[src/rtl/wdb_pkg.sv]
`timescale 1ns / 1ps
// ----------------------------------------------------------------------------
// wdb_pkg
// Shared types, constants and tables of the waypoint distance and bearing
// pipeline.
// ----------------------------------------------------------------------------
package wdb_pkg;

  localparam int CORDIC_STAGES = 16;
  localparam int NSTG = (CORDIC_STAGES > 32) ? 32 : CORDIC_STAGES;

  typedef logic signed [31:0] dlat_t;
  typedef logic signed [32:0] dlon_t;
  typedef logic signed [23:0] deg_t;
  typedef logic signed [33:0] cval_t;
  typedef logic signed [63:0] vval_t;
  typedef logic signed [35:0] vang_t;
  typedef logic signed [27:0] mlon_t;
  typedef logic signed [16:0] bear_t;
  typedef logic signed [27:0] tdeg_t;

  typedef struct packed {
    dlat_t dlat;
    dlon_t dlon;
  } diff_t;

  typedef struct packed {
    deg_t r;
    logic neg;
  } red_t;

  localparam cval_t GAIN_Q30 = 34'sd652032874;
  localparam logic [29:0] GAIN_U = 30'd652032874;
  localparam vang_t PI_Q30 = 36'sd3373259426;
  localparam vang_t HALF_PI_Q30 = 36'sd1686629713;
  localparam logic signed [25:0] DEG2RAD_Q30 = 26'sd18740330;
  localparam logic signed [26:0] MLAT_Q8 = 27'sd28450022;
  localparam logic signed [26:0] C1_COEF = 27'sd28521697;
  localparam logic signed [26:0] C3_COEF = 27'sd23936;
  localparam logic signed [26:0] C5_COEF = 27'sd31;
  localparam tdeg_t FULL_DEG = 28'sd23592960;
  localparam tdeg_t HALF_DEG = 28'sd11796480;
  localparam tdeg_t QUARTER_DEG = 28'sd5898240;
  localparam logic [26:0] DIST_DIV = 27'd100000000;
  localparam logic [28:0] DIST_DIV2 = 29'd200000000;
  localparam logic [28:0] DIST_DIV3 = 29'd300000000;
  // floor(2^59 / 1e8), applied to the magnitude shifted right by 27.
  localparam logic [32:0] DIST_RECIP = 33'd5764607523;
  localparam logic [63:0] DIST_LIM = 64'd429496729600000000;

  function automatic logic [31:0] atan_q30(input int i);
    logic [31:0] v;
    case (i)
      0: v = 32'h3243F6A8;
      1: v = 32'h1DAC6705;
      2: v = 32'h0FADBAFC;
      3: v = 32'h07F56EA6;
      4: v = 32'h03FEAB76;
      5: v = 32'h01FFD55B;
      6: v = 32'h00FFFAAA;
      7: v = 32'h007FFF55;
      8: v = 32'h003FFFEA;
      9: v = 32'h001FFFFD;
      10: v = 32'h000FFFFF;
      11: v = 32'h0007FFFF;
      12: v = 32'h0003FFFF;
      13: v = 32'h0001FFFF;
      14: v = 32'h0000FFFF;
      15: v = 32'h00007FFF;
      16: v = 32'h00003FFF;
      17: v = 32'h00001FFF;
      18: v = 32'h00000FFF;
      19: v = 32'h000007FF;
      20: v = 32'h000003FF;
      21: v = 32'h000001FF;
      22: v = 32'h000000FF;
      23: v = 32'h0000007F;
      24: v = 32'h0000003F;
      25: v = 32'h0000001F;
      26: v = 32'h0000000F;
      27: v = 32'h00000008;
      28: v = 32'h00000004;
      29: v = 32'h00000002;
      30: v = 32'h00000001;
      default: v = 32'h00000000;
    endcase
    return v;
  endfunction

  // Brings an angle in Q.16 degrees into [-90, 90] and notes whether the
  // cosine changes sign on the way.
  function automatic red_t reduce_deg(input tdeg_t t);
    tdeg_t r;
    red_t o;
    r = t;
    if (r < 0) r = r + FULL_DEG;
    if (r < 0) r = r + FULL_DEG;
    if (r >= FULL_DEG) r = r - FULL_DEG;
    if (r >= HALF_DEG) r = r - FULL_DEG;
    o.neg = 1'b0;
    if (r > QUARTER_DEG) begin
      r = r - HALF_DEG;
      o.neg = 1'b1;
    end else if (r < -QUARTER_DEG) begin
      r = r + HALF_DEG;
      o.neg = 1'b1;
    end
    o.r = r[23:0];
    return o;
  endfunction

endpackage

[src/rtl/wdb_dist_div.sv]
`timescale 1ns / 1ps
// ----------------------------------------------------------------------------
// wdb_dist_div
// Removes the CORDIC gain from the magnitude and divides it by 1e8 through a
// reciprocal multiplication and a small remainder correction, saturating at
// all ones. Six register stages.
// ----------------------------------------------------------------------------
module wdb_dist_div (
  input  logic           clk,
  input  logic           rst,
  input  logic           en,
  input  logic           in_valid,
  input  wdb_pkg::vval_t x,
  input  wdb_pkg::bear_t in_bear,
  output logic           out_valid,
  output logic [31:0]    dist_q8,
  output wdb_pkg::bear_t out_bear
);
  import wdb_pkg::*;

  logic [63:0] ux;
  logic [63:0] ph;
  logic [59:0] pl;
  logic        v_m;
  bear_t       b_m;
  logic [63:0] mag;

  logic [58:0] mg0;
  logic [58:0] mg1;
  logic [58:0] mg2;
  logic [63:0] prod;
  logic [31:0] q1;
  logic [31:0] q2;
  logic [31:0] q3;
  logic [58:0] qm2;
  logic [28:0] r3;
  logic [1:0]  corr;
  logic [31:0] quo;

  logic        sat [5];
  logic        dv  [5];
  bear_t       db  [5];

  assign ux = x[63] ? '0 : 64'(x);
  assign mag = ph + 64'(pl[59:30]);

  // Below the saturation limit the magnitude fits in 59 bits, so the top
  // 32 bits give a quotient estimate that is short by at most three.
  assign prod = 64'(mg0[58:27]) * 64'(DIST_RECIP);

  always_comb begin
    priority if (r3 >= DIST_DIV3) corr = 2'd3;
    else if (r3 >= DIST_DIV2) corr = 2'd2;
    else if (r3 >= 29'(DIST_DIV)) corr = 2'd1;
    else corr = 2'd0;
  end

  always_ff @(posedge clk) begin
    if (rst) begin
      v_m <= 1'b0;
      dv[0] <= 1'b0;
      dv[1] <= 1'b0;
      dv[2] <= 1'b0;
      dv[3] <= 1'b0;
      dv[4] <= 1'b0;
    end else if (en) begin
      v_m <= in_valid;
      dv[0] <= v_m;
      dv[1] <= dv[0];
      dv[2] <= dv[1];
      dv[3] <= dv[2];
      dv[4] <= dv[3];
    end
  end

  always_ff @(posedge clk) begin
    if (en) begin
      ph <= 64'(ux[63:30]) * 64'(GAIN_U);
      pl <= 60'(ux[29:0]) * 60'(GAIN_U);
      b_m <= in_bear;

      sat[0] <= (mag >= DIST_LIM);
      mg0 <= mag[58:0];
      db[0] <= b_m;

      q1 <= prod[63:32];
      mg1 <= mg0;
      sat[1] <= sat[0];
      db[1] <= db[0];

      qm2 <= 59'(q1) * 59'(DIST_DIV);
      q2 <= q1;
      mg2 <= mg1;
      sat[2] <= sat[1];
      db[2] <= db[1];

      r3 <= 29'(mg2 - qm2);
      q3 <= q2;
      sat[3] <= sat[2];
      db[3] <= db[2];

      quo <= q3 + 32'(corr);
      sat[4] <= sat[3];
      db[4] <= db[3];
    end
  end

  assign out_valid = dv[4];
  assign dist_q8 = sat[4] ? '1 : quo;
  assign out_bear = db[4];

endmodule

[config.mk]
export PLATFORM = sky130hd
export DESIGN_NAME = wdb_dist_div
export DESIGN_NICKNAME = d
export VERILOG_FILES = /design/src/rtl/wdb_pkg.sv /design/src/rtl/wdb_dist_div.sv
export SDC_FILE = /design/constraint.sdc
export NUM_CORES = 2
export LEC_CHECK = 0
export BUFFER_PORTS_ARGS = -buffer_cell sky130_fd_sc_hd__buf_2
export CORE_ASPECT_RATIO = 2
export CORE_MARGIN = 2
export CORE_UTILIZATION = 50
export DETAILED_ROUTE_END_ITERATION = 6
export GPL_ROUTABILITY_DRIVEN = 0
export PLACE_DENSITY = 0.66
export SYNTH_ARGS = -nofsm -noshare
export SYNTH_HDL_FRONTEND = slang
export SYNTH_SLANG_ARGS = --single-unit
[constraint.sdc]
create_clock -name clk -period 15.1 [get_ports clk]
set_input_delay 0 -clock clk [delete_from_list [all_inputs] [get_ports clk]]
set_output_delay 0 -clock clk [all_outputs]
set_load 0.1 [all_outputs]
==> qor.yml <==
vias: 47682
globalRouteOverflowTotal: 0
clkTransAtPathRegs_ns: 0.07
avgSynthCellArea_sq_um: 11.0
max_freq_ghz: 0.106
design.die.area_sq_mm: 0.152
grt_pass1_wl_mm: 322
wl_met2_mm: 112
async_reset_ff_share_pct: 0
synthCells: 6763
worstMarginPinSlew_ns: 1.44
area_delta_synth_final_pct: 6.03
start_util_pct: 50.2
grt.total_usage_pct: 29.0
synth_fp_nets: 9419
min_path_type: "in2reg"
cp.arrival_ns: 9.77
crit_path_max_fanout: 7
drt-wirelength-per-cell_um: 24.0
cts_buffer_depth: 3
status: "completed"
synth_cell_types: 83
mostFrequentLayoutCells: "inv_1, fa_1, ha_1, edfxtp_1, xnor2_1"
rrSetupSlack_ns: 5.70
cts_tree: "done"
die_x_um: 277
holdPathStages: 2
finalNetCount: 9575
clock-sinks: 462
cts-root-buf: "clkbuf_16"
cts_resized: 0
ys_seq_area_share_pct: 18.6
maxSlewHeadroom_pct: 3.88
synth_edf_count: 461
clk_latency_ns: 0.64
drv_slew: 0
synth_area_sq_mm: 0.0744
post-cts-setup-buffers: 0
tns_ns: 0
setup_ws_ns: 5.70
rows: 200
ys.flop_type: "edfxtp_1"
hold_viol_final: 0
maxCapViolCount: 0
fin_skew_ns: 0.0345
dp_slack_ns: 5.94
coreArea_sq_mm: 0.148
drt_iter0_drc: 2336
grt_pass1_vias: 55468
layout-drive-gt1-share_pct: 4.11
cp-start-kind: "flip-flop"
final_common_cell: "inv_1"
antenna_found_initial: 14
final.min_clock_period_ns: 9.40
numCtsBuffers: 42
dr.max_layer_used: "met5"
fin_crit_sh_pct: 62.2
wl_met1_mm: 61.0
required_ns: 15.47
endpoint_kind: "flip-flop"
synth_seq_cells: 462
setup-violations-final: 0
boundaryPins: 135
drc: 0
dpl.hpwl_mm: 185
grt_max_degree: 126
synth_warnings: 0
firstDrtPassIters: 6
ant_nets: 0
portBuffers: 134
via_per_inst: 5.37
critPathKind: "reg2reg"
die-height_um: 549
finalWirelength_mm: 213
htreeDepth: 2
rsz0062_at_grt: "false"
r2r_cells: 24
route.met3.wl_mm: 9.31
[logic make-up after synthesis]
family | Yosys count | share of synthesized area (%)
AND/OR/NAND/NOR | 652 | 4.56
XOR/XNOR | 274 | 3.24
adder cells (fa/ha/maj) | 2571 | 57.0
AO/OA/AOI/OAI | 565 | 5.11
buffers and inverters | 2236 | 11.4
flip-flops | 462 | 18.6
multiplexers | 3 | 0.0404
[area by class of cell]
class	count	area [sq um]
clock buffers	53	1090
inverters	2179	8180
multi-input cells	4065	52100
flip-flops and latches	462	13900
fillers	13152	69300
repair buffers	169	996
diodes	5	12.5
clock inverters	25	269
well taps	1919	2400
[flip-flops by register name, summed over array words and instances (netlist names)]
signal	flops
dv	5
q3	32
v_m	1
mg1	21
pl	29
sat	5
b_m	17
mg0	51
qm2	16
ph	62
quo	32
mg2	21
r3	21
db	85
q2	32
q1	32
[critical path, cell delays in order, from the launching register on]
cell and delay (ns):
edfxtp_1 0.56, fa_1 0.46, inv_1 0.20, fa_1 0.51, fa_1 0.58, inv_1 0.06, fa_1 0.49, fa_1 0.59
fa_1 0.43, fa_1 0.50, inv_1 0.06, fa_1 0.49, inv_1 0.05, ha_1 0.31, and3_1 0.17, a221oi_1 1.18
o21ai_0 0.27, a221oi_1 0.38, o21bai_1 0.11, a31oi_2 0.37, o21ai_2 0.24, o41ai_4 0.53, o21a_1 0.28, o221ai_1 0.16
xnor2_1 0.15
[metrics by stage]
step                instances  util, %  cell area, sq um  hold WS, ns
global placement         8774     52.2             77300        0.177
global route             8873     53.2             78900       0.0860
detailed placement       8774     52.2             77300        0.178
finish                   8877     53.2             78900       0.0780
CTS                      8872     53.2             78900       0.0580
floorplan                6763        -             74400       0.0724
[cell usage after synthesis (25+ instances only)]
cell | instances | area, sq um
xor2_1 | 87 | 762
o21a_1 | 45 | 338
nor2_1 | 139 | 522
ha_1 | 1204 | 15100
fa_1 | 1367 | 27400
nand2_1 | 119 | 447
nor2b_1 | 53 | 332
a21oi_1 | 149 | 746
xnor2_1 | 186 | 1630
o21ai_0 | 77 | 385
edfxtp_1 | 461 | 13800
nand2b_1 | 70 | 438
nor3_1 | 32 | 160
nand3_1 | 63 | 315
a21o_1 | 118 | 886
inv_1 | 2179 | 8180
clkbuf_1 | 36 | 135
or2_2 | 43 | 269
and3_1 | 31 | 194
o21bai_1 | 25 | 188
nand4_1 | 41 | 257
[per-layer routing]
| metal | GRT usage [%] | vias up |
|---|---|---|
| met5 | 0 | - |
| met4 | 33.0 | 14 |
| met3 | 5.04 | 1072 |
| met2 | 53.5 | 1548 |
| met1 | 24.4 | 23845 |
| li1 | - | 21203 |
[worst paths after layout]
check             endpoint        start
hold / removal     b_m[16]  in_bear[16]
hold reg to reg   db[0][7]       b_m[7]
setup / recovery    q1[31]      mg0[38]
setup reg to reg    q1[31]      mg0[38]
[repair_timing]
action                                  in CTS  in global routing
hold endpoints to repair                   105                  0
hold buffers                                20                  0
endpoints found under the setup margin       0                  0
Power is left out: the tool's default activity adds up to more than one toggle a clock period on the data nets, which glitch-free logic cannot reach.
